**src/rtl/assert_macros.svh**
```systemverilog
// Assertion helpers shared by the RTL that checks itself.
`ifndef ASSERT_MACROS_SVH
`define ASSERT_MACROS_SVH

// Clocked check, masked while reset is asserted.
`define ASSERT_CLK(label, prop, msg) \
    label: assert property (@(posedge aclk) disable iff (!aresetn) (prop)) else $error(msg);

// Clocked check that also holds through reset.
`define ASSERT_RST(label, prop, msg) \
    label: assert property (@(posedge aclk) (prop)) else $error(msg);

`endif

```
**src/rtl/sfr_pkg.sv**
```systemverilog
`timescale 1ns / 1ps
// ----------------------------------------------------------------------------
// sfr_pkg
// Shared types and constants of the serial frame receiver.
// ----------------------------------------------------------------------------
package sfr_pkg;

    // Register file indexes.
    localparam logic [1:0] CFG_START_BYTE  = 2'd0;
    localparam logic [1:0] CFG_TOKEN_BYTE  = 2'd1;
    localparam logic [1:0] CFG_MAX_PAYLOAD = 2'd2;

    // Reset values of the registers.
    localparam logic [7:0] START_BYTE_RESET  = 8'h1B;
    localparam logic [7:0] TOKEN_BYTE_RESET  = 8'h0E;
    localparam logic [9:0] MAX_PAYLOAD_RESET = 10'd512;

    // Hard ceiling on the payload length, applied on top of max_payload.
    localparam logic [15:0] MAX_PAYLOAD = 16'd512;

    localparam logic [7:0] SEQ_RESET = 8'd1;

    typedef enum logic [2:0] {
        PH_HUNT   = 3'd0,
        PH_SEQ    = 3'd1,
        PH_LEN_HI = 3'd2,
        PH_LEN_LO = 3'd3,
        PH_TOKEN  = 3'd4,
        PH_DATA   = 3'd5,
        PH_CHECK  = 3'd6
    } phase_t;

    typedef enum logic [2:0] {
        ST_BUSY      = 3'd0,
        ST_OK        = 3'd1,
        ST_BAD_CHECK = 3'd2,
        ST_BAD_LEN   = 3'd3,
        ST_BAD_TOKEN = 3'd4,
        ST_TIMEOUT   = 3'd5
    } status_t;

    localparam logic CMD_TIMEOUT = 1'b1;

    typedef struct packed {
        logic [7:0] start_byte;
        logic [7:0] token_byte;
        logic [9:0] max_payload;
    } sfr_cfg_t;

    typedef struct packed {
        status_t    status;
        logic       payload_valid;
        logic [7:0] payload_byte;
        logic [8:0] payload_index;
        logic [7:0] sequence_number;
        logic [9:0] frame_length;
    } sfr_result_t;

endpackage

```
**src/rtl/sfr_cfg_regs.sv**
```systemverilog
`timescale 1ns / 1ps
// ----------------------------------------------------------------------------
// sfr_cfg_regs
// Register file for start byte, token byte and payload length limit.
// ----------------------------------------------------------------------------
module sfr_cfg_regs (
    input  logic              aclk,
    input  logic              aresetn,
    input  logic              cfg_valid,
    output logic              cfg_ready,
    input  logic [1:0]        cfg_index,
    input  logic [9:0]        cfg_data,
    output sfr_pkg::sfr_cfg_t cfg
);

    sfr_pkg::sfr_cfg_t cfg_reg;

    assign cfg_ready = 1'b1;
    assign cfg       = cfg_reg;

    always_ff @(posedge aclk) begin
        if (!aresetn) begin
            cfg_reg.start_byte  <= sfr_pkg::START_BYTE_RESET;
            cfg_reg.token_byte  <= sfr_pkg::TOKEN_BYTE_RESET;
            cfg_reg.max_payload <= sfr_pkg::MAX_PAYLOAD_RESET;
        end else if (cfg_valid && cfg_ready) begin
            unique case (cfg_index)
                sfr_pkg::CFG_START_BYTE:  cfg_reg.start_byte  <= cfg_data[7:0];
                sfr_pkg::CFG_TOKEN_BYTE:  cfg_reg.token_byte  <= cfg_data[7:0];
                sfr_pkg::CFG_MAX_PAYLOAD: cfg_reg.max_payload <= cfg_data;
                default: ;
            endcase
        end
    end

endmodule

```
**src/rtl/sfr_frame_core.sv**
```systemverilog
`timescale 1ns / 1ps
// ----------------------------------------------------------------------------
// sfr_frame_core
// Frame state machine, checksum and length tracking; one item per cycle while take is high.
// ----------------------------------------------------------------------------
module sfr_frame_core #(
    parameter logic [15:0] MAX_PAYLOAD = sfr_pkg::MAX_PAYLOAD
) (
    input  logic                 aclk,
    input  logic                 aresetn,
    input  sfr_pkg::sfr_cfg_t    cfg,
    input  logic                 take,
    input  logic                 command,
    input  logic [7:0]           rx_byte,
    output sfr_pkg::sfr_result_t result
);

    sfr_pkg::phase_t phase_reg, phase_next;
    logic [7:0]  check_reg, check_next;
    logic [15:0] length_reg, length_next;
    logic [9:0]  offset_reg, offset_next;
    logic [7:0]  seq_reg, seq_next;

    logic [15:0] limit;
    logic [15:0] len_word;
    logic [9:0]  offset_inc;
    logic        len_bad;
    logic        token_bad;
    logic        data_done;
    logic        is_timeout;

    assign is_timeout = (command == sfr_pkg::CMD_TIMEOUT);
    assign limit      = ({6'd0, cfg.max_payload} > MAX_PAYLOAD) ?
                        MAX_PAYLOAD : {6'd0, cfg.max_payload};
    assign len_word   = length_reg | {8'd0, rx_byte};
    assign len_bad    = (len_word == 16'd0) || (len_word > limit);
    assign token_bad  = (rx_byte != cfg.token_byte);
    assign offset_inc = offset_reg + 10'd1;
    assign data_done  = ({6'd0, offset_inc} >= length_reg);

    // Next phase.
    always_comb begin
        phase_next = phase_reg;
        if (is_timeout) begin
            phase_next = sfr_pkg::PH_HUNT;
        end else begin
            unique case (phase_reg)
                sfr_pkg::PH_HUNT: begin
                    if (rx_byte == cfg.start_byte) phase_next = sfr_pkg::PH_SEQ;
                end
                sfr_pkg::PH_SEQ:    phase_next = sfr_pkg::PH_LEN_HI;
                sfr_pkg::PH_LEN_HI: phase_next = sfr_pkg::PH_LEN_LO;
                sfr_pkg::PH_LEN_LO: phase_next = len_bad ? sfr_pkg::PH_HUNT : sfr_pkg::PH_TOKEN;
                sfr_pkg::PH_TOKEN:  phase_next = token_bad ? sfr_pkg::PH_HUNT : sfr_pkg::PH_DATA;
                sfr_pkg::PH_DATA: begin
                    if (data_done) phase_next = sfr_pkg::PH_CHECK;
                end
                sfr_pkg::PH_CHECK:  phase_next = sfr_pkg::PH_HUNT;
                default:            phase_next = sfr_pkg::PH_HUNT;
            endcase
        end
    end

    // Datapath and result.
    always_comb begin
        check_next  = check_reg;
        length_next = length_reg;
        offset_next = offset_reg;
        seq_next    = seq_reg;
        result      = '0;
        result.status = sfr_pkg::ST_BUSY;
        if (is_timeout) begin
            result.status = sfr_pkg::ST_TIMEOUT;
            check_next    = 8'd0;
        end else begin
            unique case (phase_reg)
                sfr_pkg::PH_HUNT: begin
                    if (rx_byte == cfg.start_byte) begin
                        check_next  = rx_byte;
                        length_next = 16'd0;
                    end
                end
                sfr_pkg::PH_SEQ: begin
                    check_next = check_reg ^ rx_byte;
                    seq_next   = rx_byte;
                end
                sfr_pkg::PH_LEN_HI: begin
                    check_next  = check_reg ^ rx_byte;
                    length_next = {rx_byte, 8'd0};
                end
                sfr_pkg::PH_LEN_LO: begin
                    check_next  = check_reg ^ rx_byte;
                    length_next = len_word;
                    if (len_bad) result.status = sfr_pkg::ST_BAD_LEN;
                end
                sfr_pkg::PH_TOKEN: begin
                    check_next = check_reg ^ rx_byte;
                    if (token_bad) begin
                        result.status = sfr_pkg::ST_BAD_TOKEN;
                    end else begin
                        offset_next = 10'd0;
                    end
                end
                sfr_pkg::PH_DATA: begin
                    check_next           = check_reg ^ rx_byte;
                    result.payload_valid = 1'b1;
                    result.payload_byte  = rx_byte;
                    result.payload_index = offset_reg[8:0];
                    offset_next          = offset_inc;
                end
                sfr_pkg::PH_CHECK: begin
                    if (check_reg == rx_byte) begin
                        result.status = sfr_pkg::ST_OK;
                    end else begin
                        result.status = sfr_pkg::ST_BAD_CHECK;
                        check_next    = 8'd0;
                    end
                end
                default: ;
            endcase
        end
        result.sequence_number = seq_next;
        result.frame_length    = length_next[9:0];
    end

    always_ff @(posedge aclk) begin
        if (!aresetn) begin
            phase_reg  <= sfr_pkg::PH_HUNT;
            check_reg  <= 8'd0;
            length_reg <= 16'd0;
            offset_reg <= 10'd0;
            seq_reg    <= sfr_pkg::SEQ_RESET;
        end else if (take) begin
            phase_reg  <= phase_next;
            check_reg  <= check_next;
            length_reg <= length_next;
            offset_reg <= offset_next;
            seq_reg    <= seq_next;
        end
    end

endmodule

```
**src/rtl/sfr_out_reg.sv**
```systemverilog
`timescale 1ns / 1ps
// ----------------------------------------------------------------------------
// sfr_out_reg
// Result register; refills in the same cycle its item is taken.
// ----------------------------------------------------------------------------
module sfr_out_reg (
    input  logic                 aclk,
    input  logic                 aresetn,
    input  logic                 load,
    input  sfr_pkg::sfr_result_t result_in,
    output logic                 room,
    output logic                 m_valid,
    input  logic                 m_ready,
    output sfr_pkg::sfr_result_t result_out
);

    logic                 valid_reg;
    sfr_pkg::sfr_result_t data_reg;

    assign room       = !valid_reg || m_ready;
    assign m_valid    = valid_reg;
    assign result_out = data_reg;

    always_ff @(posedge aclk) begin
        if (!aresetn) begin
            valid_reg <= 1'b0;
        end else if (load) begin
            valid_reg <= 1'b1;
        end else if (m_ready) begin
            valid_reg <= 1'b0;
        end
    end

    always_ff @(posedge aclk) begin
        if (load) begin
            data_reg <= result_in;
        end
    end

endmodule

```
**src/rtl/stk500v2_frame_receiver_unit.sv**
```systemverilog
`timescale 1ns / 1ps
// ----------------------------------------------------------------------------
// stk500v2_frame_receiver_unit
// Receive-side message framing: start byte, sequence, length, token,
// payload and XOR checksum, one result item for every received item.
// ----------------------------------------------------------------------------
//  Channel  Direction  Handshake            Payload
//  s_       in         s_valid / s_ready    s_command, s_rx_byte
//  m_       out        m_valid / m_ready    m_status .. m_frame_length
//  cfg_     in         cfg_valid/cfg_ready  cfg_index, cfg_data
//
//  One item per cycle while there is room; its result is in the output register
//  the cycle after it is taken, as is the update of the frame state machine.
//  Reset (aresetn low, synchronous) returns to hunting, restores register
//  defaults and empties the output register; no clearing pass is needed.
//  A stall on m_ready holds the result; s_ready follows m_ready while a
//  result waits, so a drained output register refills in the same cycle.
// ----------------------------------------------------------------------------
`include "assert_macros.svh"

module stk500v2_frame_receiver_unit #(
    parameter logic [15:0] MAX_PAYLOAD = sfr_pkg::MAX_PAYLOAD
) (
    input  logic       aclk,
    input  logic       aresetn,
    // input items
    input  logic       s_valid,
    output logic       s_ready,
    input  logic       s_command,
    input  logic [7:0] s_rx_byte,
    // result items
    output logic       m_valid,
    input  logic       m_ready,
    output logic [2:0] m_status,
    output logic       m_payload_valid,
    output logic [7:0] m_payload_byte,
    output logic [8:0] m_payload_index,
    output logic [7:0] m_sequence_number,
    output logic [9:0] m_frame_length,
    // register writes
    input  logic       cfg_valid,
    output logic       cfg_ready,
    input  logic [1:0] cfg_index,
    input  logic [9:0] cfg_data
);

    sfr_pkg::sfr_cfg_t    cfg;
    sfr_pkg::sfr_result_t core_result;
    sfr_pkg::sfr_result_t out_result;
    logic                 room;
    logic                 take;

    // Take an item whenever the output register has room for its result.
    assign s_ready = room;
    assign take    = s_valid && s_ready;

    sfr_cfg_regs u_cfg (
        .aclk      (aclk),
        .aresetn   (aresetn),
        .cfg_valid (cfg_valid),
        .cfg_ready (cfg_ready),
        .cfg_index (cfg_index),
        .cfg_data  (cfg_data),
        .cfg       (cfg)
    );

    // Advance the frame state and build the result in one pass.
    sfr_frame_core #(
        .MAX_PAYLOAD (MAX_PAYLOAD)
    ) u_core (
        .aclk    (aclk),
        .aresetn (aresetn),
        .cfg     (cfg),
        .take    (take),
        .command (s_command),
        .rx_byte (s_rx_byte),
        .result  (core_result)
    );

    // Hold the result until the sink takes it.
    sfr_out_reg u_out (
        .aclk       (aclk),
        .aresetn    (aresetn),
        .load       (take),
        .result_in  (core_result),
        .room       (room),
        .m_valid    (m_valid),
        .m_ready    (m_ready),
        .result_out (out_result)
    );

    assign m_status          = out_result.status;
    assign m_payload_valid   = out_result.payload_valid;
    assign m_payload_byte    = out_result.payload_byte;
    assign m_payload_index   = out_result.payload_index;
    assign m_sequence_number = out_result.sequence_number;
    assign m_frame_length    = out_result.frame_length;

    // Every taken item shows up as a result on the next cycle.
    `ASSERT_CLK(a_take_gives_result, take |=> m_valid, "taken item produced no result")
    // Payload items never carry a frame verdict.
    `ASSERT_CLK(a_payload_busy, (m_valid && m_payload_valid) |-> (m_status == sfr_pkg::ST_BUSY),
                "payload item carries a verdict")
    // A payload index stays inside the frame length.
    `ASSERT_CLK(a_index_in_frame,
                (m_valid && m_payload_valid) |-> ({1'b0, m_payload_index} < m_frame_length),
                "payload index beyond frame length")
    // Reset empties the output register.
    `ASSERT_RST(a_reset_empty, !aresetn |=> !m_valid, "result valid after reset")

endmodule
```
**config.mk**
```make
export PLATFORM = sky130hd
export DESIGN_NAME = stk500v2_frame_receiver_unit
export DESIGN_NICKNAME = d
export VERILOG_FILES = /design/src/rtl/sfr_pkg.sv /design/src/rtl/sfr_cfg_regs.sv /design/src/rtl/sfr_frame_core.sv /design/src/rtl/sfr_out_reg.sv /design/src/rtl/stk500v2_frame_receiver_unit.sv
export VERILOG_INCLUDE_DIRS = /design/src /design/src/rtl
export SDC_FILE = /design/constraint.sdc
export NUM_CORES = 1
export LEC_CHECK = 0
export BUFFER_PORTS_ARGS = -buffer_cell sky130_fd_sc_hd__buf_4
export CAP_MARGIN = 30
export CORE_MARGIN = 2
export CORE_UTILIZATION = 53
export CTS_CLUSTER_DIAMETER = 60
export DETAILED_ROUTE_END_ITERATION = 16
export GPL_TIMING_DRIVEN = 1
export HOLD_SLACK_MARGIN = 0.08
export PLACE_DENSITY = 0.76
export SYNTH_ARGS = -nofsm -noshare
export SYNTH_HDL_FRONTEND = slang
export SYNTH_SLANG_ARGS = --single-unit
```
**constraint.sdc**
```tcl
create_clock -name aclk -period 2.45 [get_ports aclk]
set_input_delay 0.245 -clock aclk [delete_from_list [all_inputs] [get_ports aclk]]
set_output_delay 0.245 -clock aclk [all_outputs]
set_load 0.1 [all_outputs]
```
==> results.ini <==
[flow_run]
drv_cap = 0

[run_status]
violations = setup timing
run_status = finished with violations

[worst_setup_path]
maximum_fanout_along_the_worst_path = 3
timing.critical_path.required_ns = 2.78
timing.critical_path.slowest_stage_cell = sky130_fd_sc_hd__or4_1
critPathCaptureType = flop
worst_path_largest_cell_delay_ns = 0.50
worst-endpoint-arrival_ns = 2.80
critical_path.top_delay_family = simple AND/OR/NAND/NOR gates
timing_worst_setup_path_type = reg2reg
critPathLaunchType = flop
worstPathCellList = ha_4 -> nand2_2 -> or2_4 -> xnor2_2 -> ha_1 -> nand4_1 -> o31a_1 -> or4_1 -> a21oi_1
path_buf_inv = 0

[global_routing]
antenna_violations_before_repair = 0
use_met1 = 0.332
gr-usage-all-layers = 0.258
grt_pass1_vias = 4714
met2_usage = 0.429
final_global_route_overflow_total = 0
maximum_number_of_pins_on_one_net_before_global_route_repair = 34
grt_util_met3 = 0.0508
grt_first_pass_wirelength_mm = 23.5
grt_busiest_layer = met2

[clocking]
cts-root-buf = sky130_fd_sc_hd__clkbuf_8
number_of_cts_inserted_buffers = 9
clock_tree_from_tritoncts = built
max-clock-path-buffers = 2
clk_transition_reported_paths_ns = 0.10
clkLatencyLatePin_ns = 0.39
cts_max_level = 3
cts_num_sinks = 111

[place]
place_hpwl_mm = 10.4
globalplace.congestion = 0.873
io_buffers = 66

[floorplanning]
num_rows = 38
fp.coreArea_sq_um = 10800
floorplan.die_area_sq_um = 11900
chipWidth_um = 109
die_height_um = 109
initial_core_util = 0.541
ioPinCount = 68

[synth]
ys_ff_latch = 111
synth-main-ff-cell = sky130_fd_sc_hd__dfxtp_1
synthesis.yosys.warnings = 0
synthesized_netlist_cell_count = 627
postSynthNetCount = 674
synth.yosys.seq_area_share = 0.445
syn_area_sq_um = 5860
synth-edff-count = 39
synth_async_sr_flop_share = 0
synth_area_per_cell_sq_um = 9.35
netlist-cell-type-count = 63

[finish]
final_common_cell = sky130_fd_sc_hd__buf_4
final_core_util = 0.653
largest_register_ffs = 39
drive_gt1_frac = 0.251
fillerInstances = 850
antenna_cells = 0
final_cell_mix = sky130_fd_sc_hd__buf_4 (108), sky130_fd_sc_hd__nor2_1 (72), sky130_fd_sc_hd__nand2_1 (66), sky130_fd_sc_hd__dfxtp_1 (63), sky130_fd_sc_hd__edfxtp_1 (39)
layout.nets = 752
area_growth_pct = 20.7

[routing]
wl_per_cell_um = 17.9
vias = 5012
drc_errors = 0
remaining_antenna_violation_count = 0
initialDrtViolationCount = 446
drtPass1Iterations = 5
sum_of_routed_wire_length_over_all_layers_mm = 15.3
viasPerCell = 5.90

[sta]
worst_margin_pin_slew_ns = 0.727
rsz0062_at_grt = yes
timing.final.crit_share = 1.01
final_report_setup_violation_count = 1
finalClockSkew_ns = 0.0139
final.min_clock_period_ns = 2.48
max_slew_margin = 0.514
final-max-slew-violation-count = 0
max_freq_ghz = 0.404
post-route-worst-setup-slack_ns = -0.0260
finalHoldViolCount = 0

[power]
pwr_density_cell_nw_per_um2 = 560
peakVddDrop_uv = 365
power.total_uw = 3970
power.static_leakage_uw = 0.00290

[min_path]
timing.hold.worst.class = in2reg

## per-stage QoR
stage	setup slack [ns]	hold WS, ns	cells	setup TNS [ns]	area, sq um
6_report	-0.0260	0.0976	850	-0.0260	7080
3_3_place_gp	-0.0589	0.439	830	-0.0913	6630
4_1_cts	0.00743	0.0912	847	0	6900
2_1_floorplan	0.0206	0.367	627	0	5880
5_1_grt	-0.132	0.0966	850	-0.540	7080
3_5_place_dp	-0.0835	0.451	830	-0.222	6630
## final timing paths
kind	slack, ns	to	cells past startpoint	startpoint
worst min-delay path	0.1	u_out.m_valid	3	s_valid
worst max register to register	-0.03	u_core.phase_reg[1]	9	u_core.offset_reg[1]
worst min register to register	0.46	u_core.length_reg[13]	2	u_core.length_reg[13]
worst max-delay path	-0.03	u_core.phase_reg[1]	9	u_core.offset_reg[1]
## metal layers
metal  share of wire  wire, um
met3           0.084      1280
met4           0.032       490
met5               0         0
met2            0.48      7290
met1            0.41      6200
## cell type report
| cell class | count | area [sq um] | area share |
|---|---|---|---|
| multi-input cells | 449 | 3110 | 0.440 |
| flip-flops and latches | 111 | 2630 | 0.372 |
| repair buffers | 111 | 845 | 0.119 |
| clock buffers | 11 | 141 | 0.0200 |
| well taps | 140 | 175 | 0.0247 |
| inverters | 23 | 86.3 | 0.0122 |
| clock inverters | 5 | 86.3 | 0.0122 |
## worst reg2reg max path, cell delays in order (launching register included)
cell and delay (ns):
sky130_fd_sc_hd__dfxtp_4 0.39, sky130_fd_sc_hd__ha_4 0.15, sky130_fd_sc_hd__nand2_2 0.07, sky130_fd_sc_hd__or2_4 0.28
sky130_fd_sc_hd__xnor2_2 0.14, sky130_fd_sc_hd__ha_1 0.30, sky130_fd_sc_hd__nand4_1 0.10, sky130_fd_sc_hd__o31a_1 0.35
sky130_fd_sc_hd__or4_1 0.50, sky130_fd_sc_hd__a21oi_1 0.13
## power by group
| part | leakage [uW] | switching [uW] | internal, uW |
|---|---|---|---|
| combinational | 0.00180 | 510 | 191 |
| clock | 0.000115 | 644 | 614 |
| sequential | 0.000980 | 37.7 | 1970 |
## synth_stat cells (5+ instances only)
cell                       instances  share of area
sky130_fd_sc_hd__nand3_1          13          0.011
sky130_fd_sc_hd__ha_1             21          0.045
sky130_fd_sc_hd__o21ai_0          16          0.014
sky130_fd_sc_hd__buf_2             9         0.0077
sky130_fd_sc_hd__nand4_1           8         0.0085
sky130_fd_sc_hd__a22o_1            7          0.010
sky130_fd_sc_hd__xnor2_1          20          0.030
sky130_fd_sc_hd__a32oi_1           7          0.010
sky130_fd_sc_hd__o22ai_1           7         0.0075
sky130_fd_sc_hd__nor2_1           73          0.047
sky130_fd_sc_hd__nand2_1          69          0.044
sky130_fd_sc_hd__inv_1            21          0.013
sky130_fd_sc_hd__a211o_1           7          0.010
sky130_fd_sc_hd__xor2_1           13          0.019
sky130_fd_sc_hd__buf_6             6          0.012
sky130_fd_sc_hd__dfxtp_1          72           0.25
sky130_fd_sc_hd__nor3_1           14          0.012
sky130_fd_sc_hd__mux2_2            8          0.015
sky130_fd_sc_hd__a21oi_1          32          0.027
sky130_fd_sc_hd__a22oi_1          10          0.013
sky130_fd_sc_hd__a21o_1            6         0.0077
sky130_fd_sc_hd__nor2b_1           5         0.0053
sky130_fd_sc_hd__clkbuf_1         18          0.012
sky130_fd_sc_hd__and2_1           21          0.022
sky130_fd_sc_hd__nor4_1            6         0.0064
sky130_fd_sc_hd__edfxtp_1         39           0.20
sky130_fd_sc_hd__buf_1             7         0.0045
sky130_fd_sc_hd__mux2i_1          31          0.053
## repair_timing
action,4_1_cts,5_1_grt
pin swaps,3,22
setup endpoints to repair,5,5
hold buffers,0,0
setup buffers,1,3
gates resized for setup,10,34
## kinds of logic after synthesis
kind of cell,Yosys count,synth area share
AND/OR/NAND/NOR,236,0.195
AO/OA/AOI/OAI,119,0.142
other,1,0.000639
multiplexers,39,0.0683
buffers and inverters,67,0.0550
adder cells (fa/ha/maj),21,0.0448
XOR/XNOR,33,0.0493
flip-flops,111,0.445
(Power assumes the default switching activity.)
